### config.mk
export PLATFORM = sky130hd
export DESIGN_NAME = brlt_front
export DESIGN_NICKNAME = d
export VERILOG_FILES = /design/src/brlt_pkg.sv /design/src/brlt_front.sv
export SDC_FILE = /design/constraint.sdc
export NUM_CORES = 1
export LEC_CHECK = 0
export BUFFER_PORTS_ARGS = -buffer_cell sky130_fd_sc_hd__buf_2
export CAP_MARGIN = 20
export CORE_AREA = 2 2 228 230
export DETAILED_ROUTE_END_ITERATION = 8
export DIE_AREA = 0 0 230 232
export GPL_TIMING_DRIVEN = 0
export HOLD_SLACK_MARGIN = 0.05
export PLACE_DENSITY_LB_ADDON = 0.2
export SYNTH_ARGS = -nofsm -noshare
export SYNTH_HDL_FRONTEND = slang
export SYNTH_SLANG_ARGS = --single-unit
export TNS_END_PERCENT = 30
### constraint.sdc
create_clock -name clk -period 42.8 [get_ports clk]
set_clock_uncertainty 0.2 [all_clocks]
set_input_delay 2.14 -clock clk [delete_from_list [all_inputs] [get_ports clk]]
set_output_delay 2.14 -clock clk [all_outputs]
set_load 0.01 [all_outputs]
### src/brlt_pkg.sv
// Shared types and constants for the byte-range lock table
package brlt_pkg;
    localparam int LOCK_SLOTS = 64;
    localparam int IDX_W = (LOCK_SLOTS > 1) ? $clog2(LOCK_SLOTS) : 1;
    localparam int CNT_W = $clog2(LOCK_SLOTS + 1);

    localparam logic [1:0] KIND_REQUEST = 2'd0;
    localparam logic [1:0] KIND_RELEASE = 2'd1;
    localparam logic [1:0] KIND_REL_ALL = 2'd2;
    localparam logic [1:0] KIND_QUERY   = 2'd3;

    localparam logic [1:0] ST_OK        = 2'd0;
    localparam logic [1:0] ST_DENIED    = 2'd1;
    localparam logic [1:0] ST_NOT_HELD  = 2'd2;
    localparam logic [1:0] ST_FULL      = 2'd3;

    typedef struct packed {
        logic [1:0]  kind;
        logic [63:0] file_key;
        logic [63:0] session;
        logic [63:0] range_offset;
        logic [63:0] range_length;
        logic        want_exclusive;
        logic        for_write;
    } in_word_t;

    typedef struct packed {
        logic [1:0] status;
        logic       range_locked;
    } out_word_t;

    // Command handed from front end to table engine; range end precomputed
    typedef struct packed {
        logic [1:0]  kind;
        logic [63:0] file_key;
        logic [63:0] session;
        logic [63:0] range_offset;
        logic [63:0] range_length;
        logic [63:0] range_end;
        logic        zero_len;
        logic        excl;
        logic        wr;
    } cmd_t;

    function automatic logic [63:0] sat_end(input logic [63:0] off, input logic [63:0] len);
        logic [64:0] s;
        s = {1'b0, off} + {1'b0, len};
        return s[64] ? 64'hFFFF_FFFF_FFFF_FFFF : s[63:0];
    endfunction
endpackage

### src/brlt_front.sv
// Front end: accepts input words, classifies them, and queues commands
module brlt_front import brlt_pkg::*; (
    input  logic     clk,
    input  logic     rst_n,
    input  in_word_t in_word,
    input  logic     in_valid,
    output logic     in_stall,
    output cmd_t     cmd,
    output logic     cmd_valid,
    input  logic     cmd_take
);
    // two-entry queue
    cmd_t       q_reg [2];
    logic       rd_ptr_reg, rd_ptr_next;
    logic       wr_ptr_reg, wr_ptr_next;
    logic [1:0] fill_reg, fill_next;
    logic       push, pop;
    cmd_t       c_in;

    assign in_stall  = (fill_reg == 2'd2);
    assign push      = in_valid && !in_stall;
    assign cmd_valid = (fill_reg != 2'd0);
    assign pop       = cmd_valid && cmd_take;
    assign cmd       = q_reg[rd_ptr_reg];

    always_comb
    begin
        c_in.kind         = in_word.kind;
        c_in.file_key     = in_word.file_key;
        c_in.session      = in_word.session;
        c_in.range_offset = in_word.range_offset;
        c_in.range_length = in_word.range_length;
        c_in.range_end    = sat_end(in_word.range_offset, in_word.range_length);
        c_in.zero_len     = (in_word.range_length == 64'd0);
        c_in.excl         = in_word.want_exclusive;
        c_in.wr           = in_word.for_write;
        rd_ptr_next = pop ? ~rd_ptr_reg : rd_ptr_reg;
        wr_ptr_next = push ? ~wr_ptr_reg : wr_ptr_reg;
        fill_next   = fill_reg + {1'b0, push} - {1'b0, pop};
    end

    always_ff @(posedge clk)
    begin
        if (push)
        begin
            q_reg[wr_ptr_reg] <= c_in;
        end
    end

    always_ff @(posedge clk or negedge rst_n)
    begin
        if (!rst_n)
        begin
            rd_ptr_reg <= 1'b0;
            wr_ptr_reg <= 1'b0;
            fill_reg   <= 2'd0;
        end
        else
        begin
            rd_ptr_reg <= rd_ptr_next;
            wr_ptr_reg <= wr_ptr_next;
            fill_reg   <= fill_next;
        end
    end
endmodule

Yosys cells after proc, flatten, opt, wreduce, memory -nomap -nowiden

Memories as Yosys holds them, arrays and structs flattened.
Cells that the tools add are included.
Widths: inputs -> output; s select.

Register bits after elaboration: 4
RAM bits: 650
Input port bits: 264
Output and inout bits: 327
Word-level logic and storage cells: 18
Memories kept: 1

Memories:

| name  | words | width | rd ports | clocked after memory_dff | wr ports | line             | source |
|---|---|---|---|---|---|---|---|
| q_reg | 2     | 325   | 1        | 0                        | 1        | brlt_front.sv:13 | `cmd_t q_reg [2];` |

$add $sub $neg: 3
Eq/ne operators: 1
Multiplexer cells: 3
Bitwise gates (word level): 2
Reduce and logical (&&, ||, !) cells: 5

Operators by type and width:

| cell               | count |
|---|---|
| $add 64x64->65     | 1 |
| $logic_not 64->1   | 1 |
| $mux 64            | 1 |
| $add 2x1->2        | 1 |
| $eq 2x2->1 const B | 1 |
| $logic_and 1x1->1  | 2 |
| $mux 1             | 2 |
| $not 1->1          | 2 |
| $reduce_bool 2->1  | 1 |
| $sub 2x1->2        | 1 |
| $logic_not 1->1    | 1 |

Longest topological paths before layout

Gate-level depths: netlist of run 1.

Word-level depth: 5
Mapped depth: 12
Gate-level depth less buffers: 11

Worst setup path before layout of run 1

OpenSTA, ideal clock, no wires.

Path type: input to register
From: input port in_valid
To: memory q_reg[0][0] (netlist name), enable pin
Library setup time: 1018 ps
Arrival: 15687 ps
Data required time: 41582 ps
Path slack: 25895 ps
Stages: 2
Buffers on the path: 0
Cells stage by stage: nand2_1 > nor2_1

Cells in the longest elaborated chain, start to end: 3

Ends and longest elaborated chain:

| what                         | line             | source |
|---|---|---|
| start, declared              | brlt_front.sv:6  | `input logic in_valid,` |
| $logic_and 1x1->1            | brlt_front.sv:21 | `assign push = in_valid && !in_stall;` |
| $mux 1                       | brlt_front.sv:44 | `if (push)` |
| $mux 1 (implied by the code) | brlt_front.sv:46 | `q_reg[wr_ptr_reg] <= c_in;` |
| end, declared                | brlt_front.sv:13 |  |

Every way passes these cells.

==> results of run 1 <==
[logic make-up (layout without fill, tap and decap cells)]
| group | count (synthesis) | in the layout | share of synthesized area (%) |
|---|---|---|---|
| DFF | 654 | 654 | 69.86 |
| adders and majority gates | 67 | 67 | 3.012 |
| muxes | 327 | 327 | 13.11 |
| xor gates and xnor gates | 53 | 53 | 1.653 |
| AOI/OAI and AO/OA | 242 | 242 | 5.961 |
| and+or+nand+nor | 291 | 291 | 5.066 |
| buffers and inverters | 80 | 802 | 1.341 |
| other | 0 | 14 | 0 |
[per-stage QoR]
step / instances / worst slack (ns) / util [%] / total power (uW) / hold slack (ns)
final: 3130 / 37.02 / 67.66 / 2218 / 0.3196
after global routing: 3129 / 36.90 / 67.66 / 2310 / 0.3560
after CTS: 3116 / 36.99 / 67.60 / 2235 / 0.3216
after detailed placement: 3001 / 36.51 / 63.43 / 1661 / 0.2908
after global placement: 2984 / 18.59 / 62.66 / 1733 / 0.2788
after floorplan: 1714 / 25.90 / - / 1414 / 0.2604
[final timing paths]
check	start	to	slack [ns]
min	fill_reg[0]$_DFF_PN0_	fill_reg[0]$_DFF_PN0_	0.32
max in group asynchronous	rst_n	fill_reg[1]$_DFF_PN0_	41.12
min in group asynchronous	rst_n	wr_ptr_reg$_DFFE_PN0P_	1.15
min reg2reg	fill_reg[0]$_DFF_PN0_	fill_reg[0]$_DFF_PN0_	0.32
max reg2reg	fill_reg[1]$_DFF_PN0_	q_reg[0][106]$_DFFE_PP_	40.28
max	rd_ptr_reg$_DFFE_PN0P_	cmd[181]	37.02
[routing by layer]
metal | up-vias | routed length, um
met1 | 8674 | 27460
met5 | - | 46
met2 | 771 | 36140
met4 | 6 | 3323
li1 | 8049 | -
met3 | 174 | 6240
[cell type report]
class                           instances  area share, %
Clock buffer                           85          5.189
Inverter                               18         0.1962
Antenna cell                           14         0.1017
Tap cell                              680          2.471
Timing Repair Buffer                  607          9.673
Sequential cell                       654          56.98
Multi-Input combinational cell        980          23.53
Clock inverter                         30         0.9666
Buffer                                 62         0.8976
[power groups by stage]
stage	clock network (uW)	registers (uW)	logic, uW
floorplan	0	987	427
global placement	0	1030	702
detailed placement	0	921	740
CTS	580	909	745
global route	603	919	788
finish	571	909	739
[critical path, cell delays in order (launching register included)]
cell      delay (ns)
dfrtp_1         0.34
clkbuf_1        0.71
clkbuf_1        0.67
clkbuf_1        0.56
mux2_2          0.42
buf_2           0.14
[cell usage in the layout (no fill, tap or decap), drive strengths merged, types with 4 or more instances in the layout]
cell type and count:
diode 14, inv 23, mux2 326, nor2 56
buf 626, a21o 33, or2 5, and3b 5
nand3 17, xnor2 31, and2 9, bufinv 7
edfxtp 650, a21oi 74, nor3 10, clkinv 18
nor2b 4, clkbuf 128, o21a 9, nand4 22
o211ai 7, a221oi 4, nor4 19, ha 66
o2111ai 5, a21boi 9, nand2 116, and3 9
a211oi 6, a31oi 7, dfrtp 4, a211o 5
o21bai 17, o21ai 49, nand2b 9, xor2 22
==> impl_results.md, run 1 <==
* Period utilization at between 10% and 20%
* Net Sw Frac at 31.29%
* Met3 Resource Use GR at 7.036%
* Worst endpoint required time at 40.46 ns
* First-pass GRT wire length at 106.2 mm
* FILL cells at 3587
* CTS Sinks at 654
* Dpl hpwl at approximately 54 mm
* Routed len/inst at 23.39 um
* Syn Inst Count at ~1700
* Pwr/cell area at 64.41 mW/mm2
* Hold_buf cts at 0
* #FFs+latches synth at between 600 and 700
* Share of Yosys cell area claimed by the top area cell type at 69.50%
* Core ar. at 0.05089 mm2
* Vias at 17670
* Largest net degree at the start of global routing at 65
* Outcome: complete, no violations
* Syn-to-layout area delta at 22.61%
* Worst VDD drop at 0.00003821 V
* Yosys warns at 0
* Cell taking the most area after synthesis: edfxtp_1
* Max Cap Viol at 0
* Most common library cells after synthesis: edfxtp_1, mux2_2, nand2_1
* DRC at 0
* Rows at 83
* ANT nets after route at 0
* CP Launch Type: register
* Crit path DAT at 3.44 ns
* Worst hold path class: register to register
* Routing usage on met1 at roughly 32%
* LEAKAGE at 0.01289 uW
* Root Buffer: clkbuf_16
* Fin area at approximately 0.034 mm2
* Busiest grt layer: met2
* Comb pwr share at 33.3%
* Max Buffers Root-to-Sink at 3
* Post-CTS setup buffer count at 0
* Multi-input logic area at 0.008100 mm2
* CTS tree: built
* Unrepaired setup endpoints after global routing: no
* Relative slew margins at approximately 30%
* Die area at 0.05336 mm2
* Initial antenna violation count at 17
* Synth area leaders: edfxtp_1, mux2_2, ha_1
* Most frequent cell after synthesis: edfxtp_1
* Register area share after synthesis at 69.86%
* Pins Over Slew Limit at 0
* Crit-path max FO at 10
* Peak Freq at 0.1732 GHz
* Routed wire length at approximately 73 mm
* Die W at about 230 um
* Distinct cells, synth at 68
* GPL Wtd Cong at 0.8995
* Part of the power in registers at 41.0%
* R2R depth at 6
* Main synth FF type: edfxtp_1
* Largest register FFs at 650
* Fin. Hold Viols at 0
* Max H-tree Level at 3
* WS Path Type: register to output port
* Pint at 1524 uW
* Crit end category: output port
* Vias in the first global route at 17950
* Syn_nets at 2045
* Via-to-Cell Ratio at ~5.6
* Iteration-0 DRC Markers at 1469
* M2 GR Usage at between 40% and 50%
* Area after DPL at 0.03228 mm2
* Global-route usage over all layers at roughly a quarter
* Slew @ Worst Pin at 1.056 ns
* Layout Nets at 2721
* Synth Area per Inst at 16.38 um2
* Setup violations, final at 0
* Layout cells sized above 1 at between 40% and 50%
* Register area at 0.01962 mm2
* Clock transition at path regs at 0.06 ns
* DR pass1 iterations at 6
* GRT overflow at 0
* Ports at 591
* Initial Util at 55.19%
* Clock network fraction of total power at 25.7%
* Net Sw Power at between 600 and 700 uW
* Number of synthesized flops with an enable pin at 650
* Period minus WS final at 5.775 ns
* Setup TNS at 0 ns
* Synthesized cell area at 0.02808 mm2
* Die height at 232 um
* Number of buffers created by CTS at 67
* CTS resizes at 0
* Worst hold path depth at 1
* Post-synth ARST share at 0.6116%
* Later-pin clock latency in the skew report at between 0.5 and 0.6 ns
* # port buffers at 590
Power figures use the tool's default switching activity.
==> run 2, diff against run 1 <==
--- a/config.mk
+++ b/config.mk
@@ -7,9 +7,9 @@
 export LEC_CHECK = 0
 export BUFFER_PORTS_ARGS = -buffer_cell sky130_fd_sc_hd__buf_2
 export CAP_MARGIN = 20
-export CORE_AREA = 2 2 228 230
+export CORE_MARGIN = 2
+export CORE_UTILIZATION = 55
 export DETAILED_ROUTE_END_ITERATION = 8
-export DIE_AREA = 0 0 230 232
 export GPL_TIMING_DRIVEN = 0
 export HOLD_SLACK_MARGIN = 0.05
 export PLACE_DENSITY_LB_ADDON = 0.2
==> constraint.sdc (replaced) <==
create_clock -name clk -period 5.8 [get_ports clk]
set_clock_uncertainty 0.2 [all_clocks]
set_input_delay 0.29 -clock clk [delete_from_list [all_inputs] [get_ports clk]]
set_output_delay 0.29 -clock clk [all_outputs]
set_load 0.01 [all_outputs]
==> run 2 against run 1 <==
  * Register-to-register slack got worse by 38 ns
  * Sequential power increased to 7.4 times the previous value
  * Global-route usage increased by 2.7 points
  * Sequential share of layout area decreased by 3.9 points
  * Setup slack got worse by 36 ns
==> impl_results.md, run 2 (same netlist as run 1, synthesis figures left out) <==
* Crit end category: register
* Later-pin clock latency in the skew report at 0.59 ns
* Die area at about 0.053 mm2
* Clock transition at path regs at 0.06 ns
* Ports at 591
* Commonest non-fill, non-tap cells in the layout: edfxtp_1, buf_2, mux2_2, dlygate4sd3_1, nand2_1
* Initial Util at 55.86%
* Relative slew margins at 34.72%
* Crit-path max FO at 10
* Setup violations, final at 0
* First-pass GRT wire length at around 120 mm
* GRT overflow at 0
* Vias at 18980
* Max Cap Viol at 0
* DR pass1 iterations at 6
* Outcome: complete, no violations
* Number of buffers created by CTS at 66
* Dpl hpwl at 54.11 mm
* Fin. Hold Viols at 0
* Period utilization at between 70% and 80%
* Peak Freq at 0.2309 GHz
* Syn-to-layout area delta at 31.56%
* Unrepaired setup endpoints after global routing: no
* Routed wire length at 78.84 mm
* FILL cells at ~3100
* Max Buffers Root-to-Sink at 3
* Die W at 230.0 um
* Part of the power in registers at 40.9%
* Initial antenna violation count at 5
* Slew @ Worst Pin at about 0.98 ns
* Core ar. at 0.05027 mm2
* Global-route usage over all layers at 29.34%
* Setup TNS at 0 ns
* DRC at 0
* Max H-tree Level at 3
* Largest net degree at the start of global routing at 66
* CTS tree: built
* ANT nets after route at 0
* Die height at 230.0 um
* Largest register FFs at 650
* Net Sw Frac at 31.94%
* Crit path DAT at 4.45 ns
* # port buffers at 590
* Pwr/cell area at approximately 450 mW/mm2
* CTS Sinks at roughly 650
* Routed len/inst at 23.37 um
* Iteration-0 DRC Markers at ~1400
* Worst endpoint required time at 5.92 ns
* Worst VDD drop at 0.0003132 V
* Filler-free cell count of the finished design at 3374
* Vias in the first global route at ~20000
* GPL Wtd Cong at 0.8831
* M2 GR Usage at 51.58%
* WS Path Type: input pin to register
* Root Buffer: clkbuf_16
* Net Sw Power at 5255 uW
* Most common cell after layout, fill and taps aside: edfxtp_1
* Rows at 82
* CTS resizes at 0
* Pint at 11200 uW
* Layout Nets at 2983
* Busiest grt layer: met2
* Met3 Resource Use GR at 6.523%
* Placed Instances at 2992
* Period minus WS final at 4.330 ns
* Routing usage on met1 at between 30% and 40%
* Worst hold path class: input pin to register
* CP Launch Type: input pin
* LEAKAGE at 0.01393 uW
* Comb pwr share at 34.3%
* Via-to-Cell Ratio at ~5.6
* Pins Over Slew Limit at 0
* Clock network fraction of total power at about a quarter
* Layout cells sized above 1 at 40.16%
-- run 2: cell types whose count changed in the layout (fill, tap and decap cells not counted), sizes merged --
cell / previous run / this run
clkinv: 18 / 21
dlygate4sd3: 0 / 264
diode: 14 / 5
buf: 626 / 625
bufinv: 7 / 4
clkbuf: 128 / 125
inv: 23 / 19
clkinvlp: 0 / 5
-- run 2: power by group through the flow --
stage / logic, uW / registers, uW / clock network (uW)
2_1_floorplan: 3160 / 6930 / 0
3_3_place_gp: 5190 / 7070 / 0
3_5_place_dp: 5430 / 6800 / 0
4_1_cts: 5620 / 6710 / 4110
5_1_grt: 5990 / 6800 / 4320
6_report: 5650 / 6730 / 4070
-- run 2: worst max-delay path, cell delays in order --
cell,delay (ns)
dlygate4sd3_1,0.56
buf_2,0.19
ha_1,0.25
fa_1,0.44
a211oi_2,0.30
o21ai_1,0.19
nand3_1,0.20
a21boi_2,0.12
o2111ai_2,0.30
a21o_2,0.24
a21oi_4,0.08
a311oi_4,0.83
buf_6,0.31
o21ai_2,0.12
-- run 2: per-layer routing --
| layer | part of all wire (%) | vias up |
|---|---|---|
| li1 | - | 8566 |
| met1 | 38 | 9384 |
| met2 | 51 | 857 |
| met3 | 7.2 | 172 |
| met4 | 3.7 | 0 |
| met5 | 0 | - |
-- run 2: final timing paths --
kind,depth (start not counted),start,slack (ns),to
worst min-delay path,2,in_word[187],0.23,q_reg[0][252]$_DFFE_PP_
worst max-delay path,14,in_word[2],1.47,q_reg[1][66]$_DFFE_PP_
worst min register to register,1,fill_reg[1]$_DFF_PN0_,0.32,fill_reg[1]$_DFF_PN0_
max in group asynchronous,3,rst_n,4.78,wr_ptr_reg$_DFFE_PN0P_
min in group asynchronous,3,rst_n,0.44,rd_ptr_reg$_DFFE_PN0P_
worst max register to register,5,fill_reg[1]$_DFF_PN0_,2.72,q_reg[1][182]$_DFFE_PP_
-- run 2: metrics by stage --
| step | total power, uW | utilization (%) | instance area [um2] | hold slack, ns | worst slack, ns |
|---|---|---|---|---|---|
| 3_3_place_gp | 12260 | 63.43 | 31890 | -0.1047 | -2.762 |
| 6_report | 16450 | 73.49 | 36950 | 0.2250 | 1.470 |
| 2_1_floorplan | 10080 | - | 28090 | -0.2056 | -0.2282 |
| 4_1_cts | 16440 | 73.46 | 36930 | 0.1806 | 1.411 |
| 5_1_grt | 17110 | 73.48 | 36940 | 0.2021 | 1.297 |
| 3_5_place_dp | 12230 | 64.15 | 32250 | -0.1034 | 1.365 |
-- run 2: repair_timing --
action / in CTS / in global routing
buffers inserted: 0 / 0
hold endpoints to repair: 532 / 0
hold buffers: 264 / 0
-- run 2: cell type report --
| type | instances | area [um2] | area share, % |
|---|---|---|---|
| antenna | 5 | 12.51 | 0.03387 |
| clock buffer | 82 | 1753 | 4.745 |
| multi-input combinational | 980 | 8103 | 21.93 |
| buffer | 62 | 309.0 | 0.8365 |
| clock inverter | 31 | 287.8 | 0.7789 |
| inverter | 18 | 67.56 | 0.1829 |
| sequential | 654 | 19620 | 53.10 |
| timing repair buffer | 870 | 5953 | 16.11 |
| tap | 672 | 840.8 | 2.276 |
